File: config.mk
export PLATFORM = sky130hd
export DESIGN_NAME = sbsr_div_cell
export DESIGN_NICKNAME = d
export VERILOG_FILES = /design/src/hw/rtl/sbsr_pkg.sv /design/src/hw/rtl/sbsr_div_cell.sv
export SDC_FILE = /design/constraint.sdc
export NUM_CORES = 1
export LEC_CHECK = 0
export ABC_AREA = 0
export BUFFER_PORTS_ARGS = -buffer_cell sky130_fd_sc_hd__buf_2
export CAP_MARGIN = 20
export CELL_PAD_IN_SITES_DETAIL_PLACEMENT = 2
export CELL_PAD_IN_SITES_GLOBAL_PLACEMENT = 2
export CORE_MARGIN = 4
export CORE_UTILIZATION = 29
export CTS_CLUSTER_SIZE = 16
export DETAILED_ROUTE_END_ITERATION = 8
export GPL_TIMING_DRIVEN = 0
export PLACE_DENSITY = 0.9
export SLEW_MARGIN = 20
export SYNTH_ARGS = -nofsm -noshare
export SYNTH_HDL_FRONTEND = slang
export SYNTH_SLANG_ARGS = --single-unit
File: constraint.sdc
create_clock -name i_clk -period 5.4 [get_ports i_clk]
set_clock_uncertainty 0.15 [all_clocks]
set_input_delay 1.08 -clock i_clk [delete_from_list [all_inputs] [get_ports i_clk]]
set_output_delay 1.08 -clock i_clk [all_outputs]
set_load 0.01 [all_outputs]
File: src/hw/rtl/sbsr_pkg.sv
// ----------------------------------------------------------------------------
// Superbee slope reconstruction package
// Types, widths and limiter codes shared by the reconstruction pipeline.
// ----------------------------------------------------------------------------
package sbsr_pkg;

    localparam int DATA_WIDTH = 32;
    localparam int FRAC_BITS  = 16;
    localparam int RATIO_CAP  = 99999;

    localparam int DIFF_W = DATA_WIDTH + 1;
    localparam int DIV_W  = DATA_WIDTH + 2;
    localparam int QW     = FRAC_BITS + 1;
    localparam int STEPS  = FRAC_BITS + 1;
    localparam int PROD_W = QW + DIFF_W;

    localparam logic [QW-1:0] PHI_ONE = QW'(1) << FRAC_BITS;
    localparam logic [QW-1:0] PHI_CAP = QW'((2 << FRAC_BITS) / (RATIO_CAP + 1));

    localparam logic [1:0] MODE_ZERO = 2'd0;
    localparam logic [1:0] MODE_ONE  = 2'd1;
    localparam logic [1:0] MODE_CAP  = 2'd2;
    localparam logic [1:0] MODE_DIV  = 2'd3;

    typedef struct packed {
        logic signed [DATA_WIDTH-1:0] left_value;
        logic signed [DATA_WIDTH-1:0] centre_value;
        logic signed [DATA_WIDTH-1:0] right_value;
    } t_in;

    typedef struct packed {
        logic signed [DATA_WIDTH-1:0] backward_face;
        logic signed [DATA_WIDTH-1:0] forward_face;
    } t_out;

    typedef struct packed {
        logic signed [DATA_WIDTH-1:0] centre;
        logic signed [DIFF_W-1:0]     span;
        logic [1:0]                   mode;
        logic [DIV_W-1:0]             rem;
        logic [DIV_W-1:0]             divisor;
        logic [QW-1:0]                quot;
    } t_div;

endpackage

File: src/hw/rtl/sbsr_div_cell.sv
// ----------------------------------------------------------------------------
// Superbee divider cell
// One restoring division step: produces one quotient bit and hands the
// partial remainder to the next cell.
// ----------------------------------------------------------------------------
module sbsr_div_cell (
    input  logic           i_clk,
    input  logic           i_rst_n,
    input  logic           i_en,
    input  logic           i_valid,
    input  sbsr_pkg::t_div i_stage,
    output logic           o_valid,
    output sbsr_pkg::t_div o_stage
);
    import sbsr_pkg::*;

    logic             r_valid;
    t_div             r_stage;
    t_div             n_stage;
    logic [DIV_W:0]   rem_sh;
    logic [DIV_W:0]   diff;

    always_comb begin
        rem_sh  = {i_stage.rem, 1'b0};
        diff    = rem_sh - {1'b0, i_stage.divisor};
        n_stage = i_stage;
        if (!diff[DIV_W]) begin
            n_stage.rem  = diff[DIV_W-1:0];
            n_stage.quot = {i_stage.quot[QW-2:0], 1'b1};
        end else begin
            n_stage.rem  = rem_sh[DIV_W-1:0];
            n_stage.quot = {i_stage.quot[QW-2:0], 1'b0};
        end
    end

    always_ff @(posedge i_clk) begin
        if (!i_rst_n) begin
            r_valid <= 1'b0;
        end else if (i_en) begin
            r_valid <= i_valid;
        end
    end

    always_ff @(posedge i_clk) begin
        if (i_en) begin
            r_stage <= n_stage;
        end
    end

    assign o_valid = r_valid;
    assign o_stage = r_stage;

endmodule

==> results.md <==
* Status: finished, final reports clean
* Final HPWL DP at 18.7 mm
* # DRC at 0
* Fin crit share at 83.5%
* All-Layer GR Usage at ~18%
* Routability cong. at 0.769
* Ys Warns at 0
* Req. time, crit path at 5.37 ns
* Row count at 55
* Worst vdd ir at approximately 0.0002 V
* PortBufs at roughly 310
* Post-CTS Setup Repair Bufs at 0
* Final wirelength at around 23 mm
* Main area contributors after synthesis: edfxtp_1 68%, ha_1 6.1%, o21ai_0 3.0%, a21oi_1 2.5%, inv_1 2.5%
* Number of global-route vias before repair at roughly 6000
* CP Capture Type: register
* Pre-antenna DRT Iters at 5
* Synthesized flop and latch total at roughly 150
* Crit path buffers/inverters at 3
* Synthesized area at slightly below 7000 um^2
* Worst-Skew Late Latency at 0.42 ns
* Slew @ Worst Pin at just over 0.6 ns
* # setup viols final at 0
* Die W at around 160 um
* Max-slew headroom at between 50 and 60%
* Worst hold path class: reg2reg
* CTS tree: yes
* I/O pins at roughly 310
* Count of cell types in the netlist at 48
* DR WL/cell at approximately 21 um
* Fraction of layout cells with a size suffix above 1 at a little over two fifths
* Initial Utilization at 29.6%
* Clock Path Buffers at 2
* Synth Net Count at between 600 and 700
* Cell chain of the critical path: buf_2 -> fa_1 -> nand2b_1 -> a21oi_2 -> o21ai_1 -> o31a_1 -> o31a_4 -> o21ai_4 -> a221oi_2 -> xor2_1 -> buf_6 -> clkbuf_1 -> o21ai_0
* Cell Pwr Density at approximately 360 nW/um^2
* Antenna-violating nets left at 0
* Area grow syn2layout at 38.1%
* Top Family by Delay on Critical Path: compound AO/OA/AOI/OAI gates
* Comb power frac at between 10% and 20%
* Syn Area/Cell at between 10 and 15 um^2
* Most common cell after layout, fill and taps aside: buf_2
* Initial antenna violation count at 4
* Setup TNS at 0 ns
* Core ar. at ~23000 um^2
* CTS clk-pin slew, worst paths at 0.08 ns
* First-pass GRT wire length at ~35 mm
* Sequential power share at between 40% and 50%
* Iteration-0 DRC Markers at about 230
* Arr. time, crit path at ~4.5 ns
* Most used flip-flop cell after synthesis: edfxtp_1
* Htree depth at 4
* Highest Clock Rate at between 0.2 and 0.25 GHz
* Die area at around 26000 um^2
* Min cycle time layout at 4.51 ns
* Final Hold Fails at 0
* Area leader, netlist: edfxtp_1
* Total congestion overflow at 0
* Pin count of the biggest net entering global routing at 101
* CTS Root Cell: clkbuf_16
* Fillers at 2429
* Register area share after synthesis at between 60% and 70%
* Die Y at 160 um
* Crit path max-delay cell type: fa_1
* Max-cap viol count at 0
* Post-synthesis async set-or-reset flop share at 0%
* Routed via count at ~5300
* Post-Syn Instances at 485
* Critical path launch point type: primary input
* CTS buffer count at 17
* Sw Ratio at 29.4%
* Leakage Power at a little over 4 nW
* Clk sink count at 153
* Vias per Instance at between 4 and 5
* RSZ-0062 raised after global routing: false
* Total power at about 3.3 mW
* Switching pwr at around 1000 uW
* Crit path kind: in2reg
* Post-synth top area share at 67.9%
* Leading cell types in the layout, fill and taps excluded: 310 x buf_2, 152 x edfxtp_1, 44 x inv_1, 44 x nand2_1, 40 x o21ai_0
* Internal power of the cells at 2.36 mW
* Slew Limit Fails at 0
* Slowest cell delay on critical path at between 0.4 and 0.5 ns
* Post_cts resized at 0
* Number of enable flip-flop cells after synthesis at ~150
* Clock network power share at between 30% and 40%
* Worst-path maximum fanout at 10
* Final-stage net count at between 1000 and 1500
* Hold Buf Count CTS at 0
flip-flops by register name (all words and copies together) (netlist names):
signal and flops:
o_stage 152, o_valid 1
layout make-up:
cell class,instances,area [um^2],area share [%]
Sequential cell,153,4580,49.4
Multi-Input combinational cell,280,1930,20.8
Timing Repair Buffer,308,1570,17.0
Clock buffer,17,425,4.58
Tap cell,285,357,3.84
Clock inverter,15,200,2.16
Inverter,44,165,1.78
Buffer,8,42.5,0.458
Antenna cell,1,2.50,0.0270
Yosys cell counts (4+ instances only):
library cell  number
o21ai_0           40
edfxtp_1         152
nor2_1            15
a21o_1            14
nand3_1            8
xor2_1            15
inv_1             44
xnor2_1           17
a31oi_1            4
o21bai_1           5
nor2b_1            6
nand2_1           44
a21oi_1           33
ha_1              33
buf_2              4
metal layers:
| layer | global-route usage (%) | up-vias | wire (um) |
|---|---|---|---|
| met1 | 19.4 | 2575 | 8700 |
| met2 | 33.6 | 212 | 12600 |
| met4 | 5.04 | 6 | 468 |
| li1 | - | 2448 | - |
| met3 | 5.81 | 33 | 1560 |
| met5 | 0 | - | 46 |
tightest hold or removal path, stage by stage, from the launching register on:
cell     delay (ns)
dfxtp_1        0.32
mux2i_1        0.12
nor2b_1        0.06
cell families (layout without fill, tap and decap cells):
family	after synthesis	in the layout	share of synthesized area, %
compound gates	124	124	11.8
xor+xnor	32	32	4.17
fa+ha+maj	34	34	6.44
buf+inv	52	392	3.09
flops	153	153	68.2
mux	3	3	0.540
other cells	0	1	0
simple gates	87	87	5.72
worst paths after layout:
| check | slack (ns) | from | depth (start not counted) | to |
|---|---|---|---|---|
| max | 0.89 | i_stage[17] | 13 | o_stage[80] |
| min | 0.39 | o_valid | 2 | o_valid |
| max reg2reg | 4.64 | o_valid | 2 | o_valid |
| min reg2reg | 0.39 | o_valid | 2 | o_valid |
through the flow:
step	hold slack (ns)	instances	area, um^2	utilization [%]	worst slack, ns
floorplan	0.388	485	6720	-	1.20
global placement	0.345	1077	8610	37.9	0.458
detailed placement	0.385	1078	8650	38.1	0.395
CTS	0.403	1110	9280	40.8	0.816
global route	0.413	1111	9280	40.9	0.555
finish	0.393	1111	9280	40.9	0.890
power groups by stage:
stage | clock network, mW | registers, mW | logic (mW)
2_1_floorplan | 0 | 1.57 | 0.236
3_3_place_gp | 0 | 1.50 | 0.582
3_5_place_dp | 0 | 1.51 | 0.611
4_1_cts | 1.30 | 1.48 | 0.615
5_1_grt | 1.36 | 1.49 | 0.666
6_report | 1.27 | 1.48 | 0.601
(Power assumes the default switching activity.)
