==> config.mk <==
export PLATFORM = sky130hd
export DESIGN_NAME = sbsr_back
export DESIGN_NICKNAME = d
export VERILOG_FILES = /design/src/hw/rtl/sbsr_pkg.sv /design/src/hw/rtl/sbsr_back.sv
export SDC_FILE = /design/constraint.sdc
export NUM_CORES = 2
export LEC_CHECK = 0
export ABC_AREA = 1
export BUFFER_PORTS_ARGS = -buffer_cell sky130_fd_sc_hd__buf_2
export CORE_UTILIZATION = 49
export CTS_CLUSTER_DIAMETER = 60
export CTS_CLUSTER_SIZE = 16
export DETAILED_ROUTE_END_ITERATION = 8
export PLACE_DENSITY = 0.69
export SLEW_MARGIN = 0
export SYNTH_ARGS = -nofsm -noshare
export SYNTH_HDL_FRONTEND = slang
export SYNTH_SLANG_ARGS = --single-unit
==> constraint.sdc <==
create_clock -name i_clk -period 7.8 [get_ports i_clk]
set_input_delay 1.56 -clock i_clk [delete_from_list [all_inputs] [get_ports i_clk]]
set_output_delay 1.56 -clock i_clk [all_outputs]
set_load 0.03 [all_outputs]
==> src/hw/rtl/sbsr_pkg.sv <==
// ----------------------------------------------------------------------------
// Superbee slope reconstruction package
// Types, widths and limiter codes shared by the reconstruction pipeline.
// ----------------------------------------------------------------------------
package sbsr_pkg;

    localparam int DATA_WIDTH = 32;
    localparam int FRAC_BITS  = 16;
    localparam int RATIO_CAP  = 99999;

    localparam int DIFF_W = DATA_WIDTH + 1;
    localparam int DIV_W  = DATA_WIDTH + 2;
    localparam int QW     = FRAC_BITS + 1;
    localparam int STEPS  = FRAC_BITS + 1;
    localparam int PROD_W = QW + DIFF_W;

    localparam logic [QW-1:0] PHI_ONE = QW'(1) << FRAC_BITS;
    localparam logic [QW-1:0] PHI_CAP = QW'((2 << FRAC_BITS) / (RATIO_CAP + 1));

    localparam logic [1:0] MODE_ZERO = 2'd0;
    localparam logic [1:0] MODE_ONE  = 2'd1;
    localparam logic [1:0] MODE_CAP  = 2'd2;
    localparam logic [1:0] MODE_DIV  = 2'd3;

    typedef struct packed {
        logic signed [DATA_WIDTH-1:0] left_value;
        logic signed [DATA_WIDTH-1:0] centre_value;
        logic signed [DATA_WIDTH-1:0] right_value;
    } t_in;

    typedef struct packed {
        logic signed [DATA_WIDTH-1:0] backward_face;
        logic signed [DATA_WIDTH-1:0] forward_face;
    } t_out;

    typedef struct packed {
        logic signed [DATA_WIDTH-1:0] centre;
        logic signed [DIFF_W-1:0]     span;
        logic [1:0]                   mode;
        logic [DIV_W-1:0]             rem;
        logic [DIV_W-1:0]             divisor;
        logic [QW-1:0]                quot;
    } t_div;

endpackage

==> src/hw/rtl/sbsr_back.sv <==
// ----------------------------------------------------------------------------
// Superbee back stage
// Selects the limiter, scales the span by it and forms the saturated faces.
// ----------------------------------------------------------------------------
module sbsr_back (
    input  logic           i_clk,
    input  logic           i_rst_n,
    input  logic           i_en,
    input  logic           i_valid,
    input  sbsr_pkg::t_div i_stage,
    output logic           o_valid,
    output sbsr_pkg::t_out o_data
);
    import sbsr_pkg::*;

    localparam logic signed [DATA_WIDTH+1:0] MAX_V =
        (DATA_WIDTH+2)'({1'b0, {(DATA_WIDTH-1){1'b1}}});
    localparam logic signed [DATA_WIDTH+1:0] MIN_V = -MAX_V - 1;

    logic                          r_valid_m;
    logic                          r_valid;
    logic [PROD_W-1:0]             r_prod;
    logic                          r_neg;
    logic signed [DATA_WIDTH-1:0]  r_centre;
    t_out                          r_data;
    logic [QW-1:0]                 phi;
    logic [DIFF_W-1:0]             mag;
    logic [DATA_WIDTH-1:0]         corr;
    logic signed [DATA_WIDTH+1:0]  delta;
    logic signed [DATA_WIDTH+1:0]  c_ext;
    logic signed [DATA_WIDTH+1:0]  lo_sum;
    logic signed [DATA_WIDTH+1:0]  hi_sum;
    t_out                          n_data;

    function automatic logic signed [DATA_WIDTH-1:0] sat(
        input logic signed [DATA_WIDTH+1:0] v
    );
        if (v > MAX_V) begin
            return MAX_V[DATA_WIDTH-1:0];
        end else if (v < MIN_V) begin
            return MIN_V[DATA_WIDTH-1:0];
        end
        return v[DATA_WIDTH-1:0];
    endfunction

    always_comb begin
        case (i_stage.mode)
            MODE_DIV: phi = i_stage.quot;
            MODE_ONE: phi = PHI_ONE;
            MODE_CAP: phi = PHI_CAP;
            default:  phi = '0;
        endcase
        mag = i_stage.span[DIFF_W-1] ? -i_stage.span : i_stage.span;
    end

    always_comb begin
        corr   = r_prod[PROD_W-1 -: DATA_WIDTH] >> (PROD_W - DATA_WIDTH - FRAC_BITS - 2);
        delta  = r_neg ? -$signed({2'b00, corr}) : $signed({2'b00, corr});
        c_ext  = {{2{r_centre[DATA_WIDTH-1]}}, r_centre};
        lo_sum = c_ext - delta;
        hi_sum = c_ext + delta;
        n_data.backward_face = sat(lo_sum);
        n_data.forward_face  = sat(hi_sum);
    end

    always_ff @(posedge i_clk) begin
        if (!i_rst_n) begin
            r_valid_m <= 1'b0;
            r_valid   <= 1'b0;
        end else if (i_en) begin
            r_valid_m <= i_valid;
            r_valid   <= r_valid_m;
        end
    end

    always_ff @(posedge i_clk) begin
        if (i_en) begin
            r_prod   <= PROD_W'(phi) * PROD_W'(mag);
            r_neg    <= i_stage.span[DIFF_W-1];
            r_centre <= i_stage.centre;
            r_data   <= n_data;
        end
    end

    assign o_valid = r_valid;
    assign o_data  = r_data;

endmodule

==> metrics.md <==
| Metric | Value |
|---|---|
| Area leader, netlist | fa_1 |
| Most frequent cells in the layout | 878 x nand2_1, 787 x inv_1, 446 x fa_1 |
| Reg-to-Reg End | o_data[11] |
| Worst slack, placed | -0.5693 ns |
| Commonest non-fill, non-tap cell in the layout | nand2_1 |
| Worst endpoint required time | 7.99 ns |
| Max clock buf depth | 2 |
| Sw Share | 51.95% |
| Hold Startpoint | r_valid_m |
| Slew headroom | 33.58% |
| Crit path DAT | 7.86 ns |
| Mean Syn Cell Area | 7.596 µm² |
| CTS buffer count | 17 |
| CP max stage cell | fa_1 |
| Max-cap violation count | 0 |
| Top cells by area, synth | fa_1 32%, edfxtp_1 13%, nand2_1 12%, inv_1 11%, ha_1 8.3% |
| Slew @ Worst Pin | 0.9962 ns |
| CTS tree | yes |
| Die ar. | 59730 µm² |
| Flop-to-flop setup slack | 3.02 ns |
| Core ar. | 57920 µm² |
| Final period util | 98.29% |
| Drt total wl | 86950 µm |
| Number of synthesized flops with an enable pin | 129 |
| Top cell type's share of synthesized area | 32.26% |
| Synth Cell Area | 28790 µm² |
| Reg2reg start | r_neg |
| Outcome | finished, final reports clean |
| Flops & latches, synth | 131 |
| Synth Instances | 3790 |
| Final #Nets | 5107 |
| Vias in the first global route | 26577 |
| Ports | 221 |
| FILL cells | 5305 |
| Final setup violation count | 0 |
| Die Wd | 244.4 µm |
| Post-route ant nets | 0 |
| Post-synth cell types | 56 |
| CTS H-tree depth | 4 |
| Initial drt markers | 1675 |
| Max Clock Freq | 130.4 MHz |
| Hold path endpoint | o_valid |
| Combinational Power Share | 78.8% |
| IO Port Bufs | 152 |
| Ys flop type | edfxtp_1 |
| Post-CTS Hold Buffers | 0 |
| Via count | 26141 |
| Worst skew pair latency | 0.44 ns |
| Setup TNS | 0 ns |
| Crit-path max FO | 5 |
| Crit path kind | in -> reg |
| Hold path cells | 2 |
| Global-route wire length before repair | 136200 µm |
| Peak VDD IR | 0.0003692 V |
| Multi-input logic area | 22070 µm² |
| Leak | 17.89 nW |
| Int Power | 0.004767 W |
| Reg power frac | 13.3% |
| Pins Over Slew Limit | 0 |
| Sequential area share after synthesis | 13.59% |
| Syn Nets | 4600 |
| Clock network power share | 7.8% |
| Area Overhead vs Synth | 22.14% |
| Largest net degree at the start of global routing | 72 |
| Seq. cell area | 3914 µm² |
| Worst min path class | reg -> reg |
| R2R depth | 16 |
| Asr flop ratio synth | 0% |
| Hold WS | 0.4900 ns |
| Yosys warns | 0 |
| Clk root buf | clkbuf_16 |
| TritonRoute pass-1 iters | 7 |
| GRT Residual Overflow | 0 |
| Final worst slack | 0.1335 ns |
| Clock-pin slew on the worst setup and hold paths | 0.06 ns |
| CP most frequent cell | fa_1 |
| Post-route minimum period | 7.667 ns |
| Fraction of layout cells with a size suffix above 1 | 21.42% |
| RSZ-0062 raised after global routing | true |
| Die height | 244.4 µm |
| DP HPWL | 72990 µm |
| DR DRC count | 0 |
| Net Switching | 0.005154 W |
| Initial Util | 49.71% |
| GRT Util Overall | 29.33% |
| Drt wl/cell | 17.13 µm |
| P per Cell Area | 282.1 nW/µm² |
| GP Congestion | 0.9829 |
| Skew final | 0.01414 ns |
| Post-DR vias/cell | 5.149 |
| # rows | 88 |
| Hold Fails Final Rpt | 0 |
| Startpoint types | primary input |
| Crit-path max cell delay | 0.54 ns |
| Initial antenna violation count | 3 |
| Clock sink count | 131 |
| Crit end category | register |
power by group through the flow:
stage	registers, W	logic (W)	clock network (W)
2_1_floorplan	0.00163	0.00434	0
3_3_place_gp	0.00133	0.00687	0
3_5_place_dp	0.00133	0.00696	0
4_1_cts	0.00132	0.00704	0.000786
5_1_grt	0.00135	0.00865	0.000814
6_report	0.00132	0.00782	0.000777
cell families after synthesis:
logic type,count (synthesis),synth area share (%)
AOI/OAI and AO/OA,299,5.837
xor gates and xnor gates,114,3.468
adders and majority gates,654,40.52
buffers and inverters,942,12.99
DFF,131,13.59
and+or+nand+nor,1650,23.59
per-stage QoR:
stage	instance area [µm²]	utilization, %	std cells	total power [W]
4_1_cts	34020	58.75	5048	0.009148
2_1_floorplan	28810	-	3790	0.005967
6_report	35170	60.72	5077	0.009921
5_1_grt	35170	60.72	5077	0.01081
3_3_place_gp	33380	57.63	5015	0.008196
3_5_place_dp	33380	57.63	5015	0.008290
registers in the layout, indices dropped and copies added (netlist names):
name	count
o_data	64
r_prod	32
r_centre	32
r_neg	1
r_valid_m	1
o_valid	1
critical path, delay by kind of cell:
kind                     cells  cell delay [ns]
buffers and inverters       11             1.27
AO/OA/AOI/OAI                2             0.30
XOR/XNOR                     1             0.11
AND/OR/NAND/NOR             11             1.24
adder cells (fa/ha/maj)      7             3.38
synthesized netlist by cell type (14+ instances only):
library cell and number:
edfxtp_1 129, a31oi_1 14, buf_2 30, nor3_1 27, o21ai_0 88, xor2_1 102
nand2_2 39, a21oi_1 138, clkbuf_1 59, nor2_1 433, ha_1 190, nand3_1 160
fa_1 464, o21bai_1 15, nand2_1 913, inv_1 811, nand4_1 21, nor4_1 15
timing repair:
item	CTS	global route
buffers inserted	1	26
endpoints found under the setup margin	14	32
pin swaps	5	79
cloned	0	1
resized for setup	17	237
worst max path at each step:
stage / start / to
global placement: i_stage[87] / r_prod[48]
CTS: i_stage[87] / r_prod[42]
global route: i_stage[87] / r_prod[48]
floorplan: i_stage[87] / r_prod[48]
detailed placement: i_stage[87] / r_prod[48]
finish: i_stage[87] / r_prod[43]
layout make-up:
| class | instances | area share, % |
|---|---|---|
| inverter | 828 | 8.885 |
| clock inverter | 13 | 0.3665 |
| tap | 765 | 2.722 |
| clock buffer | 19 | 1.231 |
| antenna | 2 | 0.01423 |
| multi-input combinational | 2717 | 62.75 |
| sequential | 131 | 11.13 |
| timing repair buffer | 602 | 12.90 |
per-layer routing:
| metal | vias to the layer above | part of all wire, % | GRT usage [%] |
|---|---|---|---|
| met1 | 12382 | 39 | 35.93 |
| met3 | 222 | 7.5 | 4.532 |
| met2 | 1094 | 48 | 50.85 |
| li1 | 12441 | - | - |
| met5 | - | 0.015 | 0 |
| met4 | 2 | 4.7 | 13.18 |
Note: power is estimated with default switching activity, not from simulation.
