<file path="src/hw/rtl/sbsr_pkg.sv">
// ----------------------------------------------------------------------------
// Superbee slope reconstruction package
// Types, widths and limiter codes shared by the reconstruction pipeline.
// ----------------------------------------------------------------------------
package sbsr_pkg;

    localparam int DATA_WIDTH = 32;
    localparam int FRAC_BITS  = 16;
    localparam int RATIO_CAP  = 99999;

    localparam int DIFF_W = DATA_WIDTH + 1;
    localparam int DIV_W  = DATA_WIDTH + 2;
    localparam int QW     = FRAC_BITS + 1;
    localparam int STEPS  = FRAC_BITS + 1;
    localparam int PROD_W = QW + DIFF_W;

    localparam logic [QW-1:0] PHI_ONE = QW'(1) << FRAC_BITS;
    localparam logic [QW-1:0] PHI_CAP = QW'((2 << FRAC_BITS) / (RATIO_CAP + 1));

    localparam logic [1:0] MODE_ZERO = 2'd0;
    localparam logic [1:0] MODE_ONE  = 2'd1;
    localparam logic [1:0] MODE_CAP  = 2'd2;
    localparam logic [1:0] MODE_DIV  = 2'd3;

    typedef struct packed {
        logic signed [DATA_WIDTH-1:0] left_value;
        logic signed [DATA_WIDTH-1:0] centre_value;
        logic signed [DATA_WIDTH-1:0] right_value;
    } t_in;

    typedef struct packed {
        logic signed [DATA_WIDTH-1:0] backward_face;
        logic signed [DATA_WIDTH-1:0] forward_face;
    } t_out;

    typedef struct packed {
        logic signed [DATA_WIDTH-1:0] centre;
        logic signed [DIFF_W-1:0]     span;
        logic [1:0]                   mode;
        logic [DIV_W-1:0]             rem;
        logic [DIV_W-1:0]             divisor;
        logic [QW-1:0]                quot;
    } t_div;

endpackage

</file>
<file path="src/hw/rtl/sbsr_front.sv">
// ----------------------------------------------------------------------------
// Superbee front stage
// Forms the one-sided differences, classifies the slope ratio and sets up
// the divider operands.
// ----------------------------------------------------------------------------
module sbsr_front (
    input  logic          i_clk,
    input  logic          i_rst_n,
    input  logic          i_en,
    input  logic          i_valid,
    input  sbsr_pkg::t_in i_data,
    output logic          o_valid,
    output sbsr_pkg::t_div o_stage
);
    import sbsr_pkg::*;

    logic                     r_valid;
    t_div                     r_stage;
    t_div                     n_stage;
    logic signed [DIFF_W-1:0] dl;
    logic signed [DIFF_W-1:0] dr;
    logic [DIFF_W-1:0]        a;
    logic [DIFF_W-1:0]        b;

    always_comb begin
        dl = {i_data.centre_value[DATA_WIDTH-1], i_data.centre_value}
           - {i_data.left_value[DATA_WIDTH-1], i_data.left_value};
        dr = {i_data.right_value[DATA_WIDTH-1], i_data.right_value}
           - {i_data.centre_value[DATA_WIDTH-1], i_data.centre_value};
        a = dl[DIFF_W-1] ? -dl : dl;
        b = dr[DIFF_W-1] ? -dr : dr;
        n_stage.centre  = i_data.centre_value;
        n_stage.span    = {i_data.right_value[DATA_WIDTH-1], i_data.right_value}
                        - {i_data.left_value[DATA_WIDTH-1], i_data.left_value};
        n_stage.quot    = '0;
        n_stage.rem     = '0;
        n_stage.divisor = DIV_W'(1);
        if (dr == '0) begin
            n_stage.mode = (dl != '0) ? MODE_CAP : MODE_ONE;
        end else if (dl == '0 || (dl[DIFF_W-1] != dr[DIFF_W-1])) begin
            n_stage.mode = MODE_ZERO;
        end else if ({a, 1'b0} <= {1'b0, b}) begin
            n_stage.mode    = MODE_DIV;
            n_stage.rem     = DIV_W'(a);
            n_stage.divisor = DIV_W'(b);
        end else if (a <= b) begin
            n_stage.mode = MODE_ONE;
        end else begin
            n_stage.mode    = MODE_DIV;
            n_stage.rem     = DIV_W'(b);
            n_stage.divisor = DIV_W'(a) + DIV_W'(b);
        end
    end

    always_ff @(posedge i_clk) begin
        if (!i_rst_n) begin
            r_valid <= 1'b0;
        end else if (i_en) begin
            r_valid <= i_valid;
        end
    end

    always_ff @(posedge i_clk) begin
        if (i_en) begin
            r_stage <= n_stage;
        end
    end

    assign o_valid = r_valid;
    assign o_stage = r_stage;

endmodule

</file>
<file path="config.mk">
export PLATFORM = sky130hd
export DESIGN_NAME = sbsr_front
export DESIGN_NICKNAME = d
export VERILOG_FILES = /design/src/hw/rtl/sbsr_pkg.sv /design/src/hw/rtl/sbsr_front.sv
export SDC_FILE = /design/constraint.sdc
export NUM_CORES = 1
export LEC_CHECK = 0
export BUFFER_PORTS_ARGS = -buffer_cell sky130_fd_sc_hd__buf_2
export CELL_PAD_IN_SITES_DETAIL_PLACEMENT = 1
export CELL_PAD_IN_SITES_GLOBAL_PLACEMENT = 1
export CORE_MARGIN = 2
export CORE_UTILIZATION = 44
export DETAILED_ROUTE_END_ITERATION = 6
export HOLD_SLACK_MARGIN = 0.08
export PLACE_DENSITY_LB_ADDON = 0.1
export SYNTH_ARGS = -nofsm -noshare
export SYNTH_HDL_FRONTEND = slang
export SYNTH_SLANG_ARGS = --single-unit
</file>
<file path="constraint.sdc">
create_clock -name i_clk -period 11.77 [get_ports i_clk]
set_clock_uncertainty 0.1 [all_clocks]
set_input_delay 2.354 -clock i_clk [delete_from_list [all_inputs] [get_ports i_clk]]
set_output_delay 2.354 -clock i_clk [all_outputs]
set_load 0.1 [all_outputs]
</file>
==> qor.yml, run 1 <==
yosys:
  synth_fa_ha_area_share_pct: 16.3
  yosysSeqAreaShare_pct: 26.5
  synth_xor_area_share_pct: 9.15
  yosys.area.top_type: "edfxtp_1"
  yosysWarnings: 0
  synth_ff_type: "edfxtp_1"
  synth-edff-count: 134
  synth_area_um2: 15300
  synth_top_family_by_area: "compound AO/OA/AOI/OAI gates"
  yosys.area.top_type_share_pct: 26.4
  synth.area.mux_share_pct: 0.328
  syn_inst: 1747
  synth.distinct_cells: 107
  ys_seq_elements: 135
  synth_compound_area_share_pct: 24.5
  syn_area_per_cell_um2: 8.74
  synth_top_cells_by_area: "edfxtp_1 26%, ha_1 16%, xnor2_1 5.4%, a21oi_1 4.2%, inv_1 3.6%"
  synthSimpleGateAreaFrac_pct: 17.1
  synthArstFlopShare_pct: 0
worst_hold_path:
  whs_path_depth: 2
  hold_path.class: "reg -> reg"
  whs_endpoint: "o_valid"
  min-delay-start: "o_valid"
clock_network:
  path_clk_slew_ns: 0.06
  worst_skew_pair.late_latency_ns: 0.45
  cts_tree: "done"
  cts_buffers: 17
  cts_hold_buffers: 0
  numClockSinks: 135
  clock_path_buffers: 2
  post_cts_buffers: 0
  cts.repair.resized: 0
  cts-root-buf: "clkbuf_16"
  htree_num_levels: 4
setup_path:
  r2r_cells: 2
  r2r-start: "o_valid"
  cp.arrival_ns: 10.02
  criticalPathCategory: "in -> reg"
  r2r_slack_ns: 11.07
  critPathMaxFanout: 42
  critPathRequiredTime_ns: 11.92
  critPathCaptureType: "flop"
  timing.rr.end: "o_valid"
  start_kind: "primary input"
place:
  place_hpwl_mm: 39.5
  io_buffers: 234
  post_dp_cell_area_um2: 16800
  placed_cells: 2395
  gp_congestion: 0.887
route:
  wl_per_cell_um: 20.0
  highest_layer: "met5"
  vias: 14100
  wl_met3_mm: 1.87
  drt-met1-wl_mm: 23.8
  drt-vias-per-instance: 5.81
  wirelength_mm: 48.5
  firstDrtPassIters: 5
  drc: 0
  drtAntennaViolNets: 0
  wl_met2_mm: 21.8
  drt_iter0_markers: 929
floorplan:
  io_pins: 253
  coreArea_um2: 34400
  rows: 68
  die-area_um2: 36200
  die_w_um: 190
  start_util_pct: 44.4
  dieHeight_um: 190
global_route:
  grt_start_max_net_pins: 71
  grt.overflow.total: 0
  grt_pass1_wl_mm: 76.3
  grt_pass1_vias: 14300
  track_usage_pct: 26.6
  antenna_found_initial: 1
timing:
  max_slew_margin_pct: 22.8
  rsz0062_at_grt: "false"
  fmax_mhz: 101
  finalSetupViolCount: 0
  finalCritPeriodShare_pct: 83.9
  tightest_slew_ns: 1.16
  hold_viol_final: 0
  maxSlewViolCount: 0
  period_minus_slack_ns: 9.87
  finalSetupTns_ns: 0
power_and_ir_drop:
  cellPowerDensity_nw_per_um2: 229
  p_int_mw: 1.79
  ir_drop_uv: 185
  seq_power_share_pct: 17.6
  clkPwrFrac_pct: 14.8
  p_leak_nw: 7.78
  switchingPower_mw: 2.20
  pwr-share-comb_pct: 67.5
  switching_share_pct: 55.2
  finalPower_mw: 3.98
final_layout:
  fin_nets: 2255
  fin_area_um2: 17400
  syn_to_final_growth_pct: 14.0
  final_common_cell: "buf_2"
  post_route_cells_drive_above_1_share_pct: 16.9
  fin_cells: 2427
  diodes: 0
  final_cell_mix: "233 x buf_2, 192 x ha_1, 148 x inv_1"
run_status:
  status: "finished, final reports clean"
job:
  cap_violations: 0
==> registers in the layout, indices dropped and copies added (netlist names) <==
signal	flops
o_stage	134
o_valid	1
==> final cells by class <==
type | instances | area (um2)
clock inverters | 14 | 198
well taps | 455 | 569
multi-input cells | 1413 | 10400
inverters | 148 | 556
clock buffers | 18 | 429
flip-flops and latches | 135 | 4040
repair buffers | 244 | 1250
fillers | 4166 | 17000
==> routing by layer <==
metal / vias to the layer above / GRT usage [%]
met2: 343 / 42.6
li1: 6855 / -
met1: 6851 / 37.5
met5: - / 0
met3: 57 / 3.53
met4: 2 / 7.42
==> power by group through the flow <==
stage / Clock (mW) / Combinational, mW / Sequential, mW
final: 0.590 / 2.69 / 0.703
after global routing: 0.614 / 2.89 / 0.714
after CTS: 0.598 / 2.67 / 0.706
after detailed placement: 0 / 2.66 / 0.715
after global placement: 0 / 2.60 / 0.712
after floorplan: 0 / 1.36 / 1.47
==> kinds of logic (layout without fill, tap and decap cells) <==
group,after synthesis,in the layout
DFF,135,135
adders and majority gates,196,196
xor gates and xnor gates,152,152
other,1,18
AOI/OAI and AO/OA,545,545
and+or+nand+nor,497,497
muxes,5,5
buffers and inverters,216,424
==> worst max path at each step <==
stage	startpoint	to	slack (ns)
after global placement	i_data[0]	o_stage[42]	1.79
after floorplan	i_data[32]	o_stage[50]	2.76
after CTS	i_data[0]	o_stage[48]	2.01
after global routing	i_data[0]	o_stage[48]	1.32
final	i_data[0]	o_stage[48]	1.90
after detailed placement	i_data[0]	o_stage[34]	1.55
==> worst max-delay path, stage by stage <==
cell	delay, ns
buf_2	0.07
inv_1	0.05
ha_1	0.22
fa_1	0.42
nand2b_1	0.24
a211oi_4	0.40
o21ai_2	0.16
a31oi_4	0.30
a311oi_4	0.18
o21bai_2	0.26
xor2_1	0.18
or4_1	0.58
or3_1	0.36
nor3_2	0.38
nand2_1	0.25
ha_1	0.50
nor4b_1	0.40
nand3b_1	0.19
nor3_1	0.29
o21ai_0	0.13
and4b_1	0.18
o311ai_0	0.10
a311oi_1	0.16
nor3_4	0.69
nand2b_1	0.19
buf_4	0.31
o32a_1	0.34
o311ai_1	0.09
==> cells in the mapped netlist (23+ instances only) <==
cell type,n
o21ai_0,94
a21oi_1,127
nand3_1,35
nand2b_1,26
ha_1,192
xor2_1,50
o22ai_1,26
nand2_1,95
xnor2_1,95
clkbuf_1,28
nor3_1,39
edfxtp_1,134
a21o_1,63
nor2b_1,23
nor2_1,133
inv_1,148
==> through the flow <==
| step | hold WS [ns] | utilization (%) | worst slack, ns |
|---|---|---|---|
| 2_1_floorplan | 0.881 | - | 2.76 |
| 3_3_place_gp | 0.393 | 48.8 | 1.79 |
| 3_5_place_dp | 0.404 | 48.8 | 1.55 |
| 4_1_cts | 0.432 | 50.6 | 2.01 |
| 5_1_grt | 0.494 | 50.6 | 1.32 |
| 6_report | 0.432 | 50.6 | 1.90 |
(Power assumes the default switching activity.)
==> run 2, diff against run 1 <==
CORE_UTILIZATION = 40   (was 44)
clock period = 8.1 ns   (was 11.77 ns; I/O delays follow)
==> run 2 against run 1 <==
Compared with the run above: utilization up 2.8 points; combinational power up 70%; register-to-register slack worse by 3.7 ns; sequential power up 45%; via count up 8.2%; first-iteration DRC count down 27%; highest routed layer unchanged.
==> qor.yml, run 2 (synthesis results as in run 1) <==
setup_path:
  timing.rr.end: "o_valid"
  r2r_cells: 2
  critPathMaxStageDelay_ns: 0.42
  start_kind: "primary input"
  r2r-start: "o_valid"
  critPathCaptureType: "flop"
  r2r_slack_ns: 7.40
  crit_end: "o_stage[21]"
  criticalPathCategory: "in -> reg"
  critPathRequiredTime_ns: 8.28
  critPathMaxFanout: 17
  crit_path_start: "i_data[32]"
  cp.arrival_ns: 8.07
  cp_slowest_cell: "fa_1"
timing:
  fmax_mhz: 127
  finalSetupViolCount: 0
  finalWorstSetupSlack_ns: 0.210
  maxSlewViolCount: 0
  max_slew_margin_pct: 42.1
  tightest_slew_ns: 0.864
  finalSetupTns_ns: 0
  period_minus_slack_ns: 7.89
  hold_viol_final: 0
  finalCritPeriodShare_pct: 97.4
power_and_ir_drop:
  p_leak_nw: 9.45
  cellPowerDensity_nw_per_um2: 322
  ir_drop_uv: 176
place:
  post_dp_cell_area_um2: 19400
  gp_congestion: 0.884
  place_hpwl_mm: 44.4
  io_buffers: 234
  dp_slack_ns: -0.682
final_layout:
  final_cell_mix: "331 x buf_4, 233 x buf_2, 192 x ha_1"
  fillers: 4606
  fin_util_pct: 53.5
  diodes: 0
  largest_reg_flops: 134
  final_common_cell: "buf_4"
  post_route_cells_drive_above_1_share_pct: 29.2
  fin_area_um2: 20100
  syn_to_final_growth_pct: 31.9
  multi_input_area_um2: 10500
  fin_nets: 2582
  regArea_um2: 4040
route:
  vias: 15300
  drt-vias-per-instance: 5.44
  wl_per_cell_um: 18.7
  wirelength_mm: 52.6
  drt_iter0_markers: 681
  drtAntennaViolNets: 0
  drc: 0
  firstDrtPassIters: 5
floorplan:
  start_util_pct: 40.5
  dieHeight_um: 199
  rows: 71
  io_pins: 253
  die_w_um: 199
  die-area_um2: 39800
  coreArea_um2: 37700
clock_network:
  path_clk_slew_ns: 0.07
  htree_num_levels: 4
  worst_skew_pair.late_latency_ns: 0.46
  numClockSinks: 135
  cts-root-buf: "clkbuf_16"
  cts_buffers: 17
  cts_tree: "done"
  clock_path_buffers: 2
global_route:
  grt_pass1_vias: 15900
  grtUsageMet3_pct: 2.99
  grt_use_met2_pct: 44.4
  track_usage_pct: 26.6
  grt.overflow.total: 0
  grt_pass1_wl_mm: 83.3
  top_usage_layer: "met2"
  gr-usage-met1_pct: 36.3
  grt_start_max_net_pins: 73
  antenna_found_initial: 1
run_status:
  status: "finished, final reports clean"
worst_hold_path:
  hold_path.class: "reg -> reg"
  min-delay-start: "o_valid"
job:
  cap_violations: 0
-- run 2: changes by cell type in the layout (fill, tap and decap cells not counted), moves of 3 or more --
cell / delta
o31ai_1: -3
buf_12: +6
o21ai_1: +4
o21ai_0: -4
buf_4: +321
-- run 2: how the worst min path moves through the flow --
stage | to | slack (ns) | depth (start not counted)
4_1_cts | o_valid | 0.44 | 2
3_5_place_dp | o_valid | 0.43 | 2
2_1_floorplan | o_valid | 0.88 | 2
3_3_place_gp | o_valid | 0.41 | 2
5_1_grt | o_valid | 0.45 | 2
6_report | o_valid | 0.43 | 2
-- run 2: metal layers --
metal / up-vias / routed length (um)
met3: 56 / 1600
met4: 2 / 1090
met2: 295 / 24400
li1: 7506 / -
met5: - / 13
met1: 7408 / 25500
-- run 2: critical path, delay by kind of cell --
family          cells  cell delay (ns)
compound gates      7             1.55
buf+inv             6             0.76
fa+ha+maj           3             0.98
xor+xnor            1             0.22
simple gates       13             2.93
-- run 2: per-stage QoR --
step | hold WS, ns | total power, mW | instances
2_1_floorplan | 0.881 | 4.11 | 1764
3_3_place_gp | 0.410 | 5.40 | 2775
3_5_place_dp | 0.426 | 5.51 | 2775
4_1_cts | 0.438 | 6.44 | 2806
5_1_grt | 0.454 | 6.89 | 2809
6_report | 0.433 | 6.49 | 2809
-- run 2: layout make-up --
| class | count | area share, % |
|---|---|---|
| inverters | 148 | 2.76 |
| multi-input cells | 1413 | 51.9 |
| well taps | 511 | 3.18 |
| repair buffers | 571 | 18.8 |
| flip-flops and latches | 135 | 20.1 |
| clock buffers | 17 | 2.11 |
| clock inverters | 14 | 1.14 |
-- run 2: report_power, final --
part           total (mW)  internal, mW  switching (mW)
registers            1.02         0.985          0.0365
logic                4.56          1.60            2.96
clock network       0.901         0.572           0.329
-- run 2: what timing repair did --
item / in CTS / in global routing
gates resized for setup: 2 / 18
setup endpoints to repair: 7 / 67
pin swaps: 0 / 5
buffers inserted: 0 / 3
hold buffers: 0 / 0
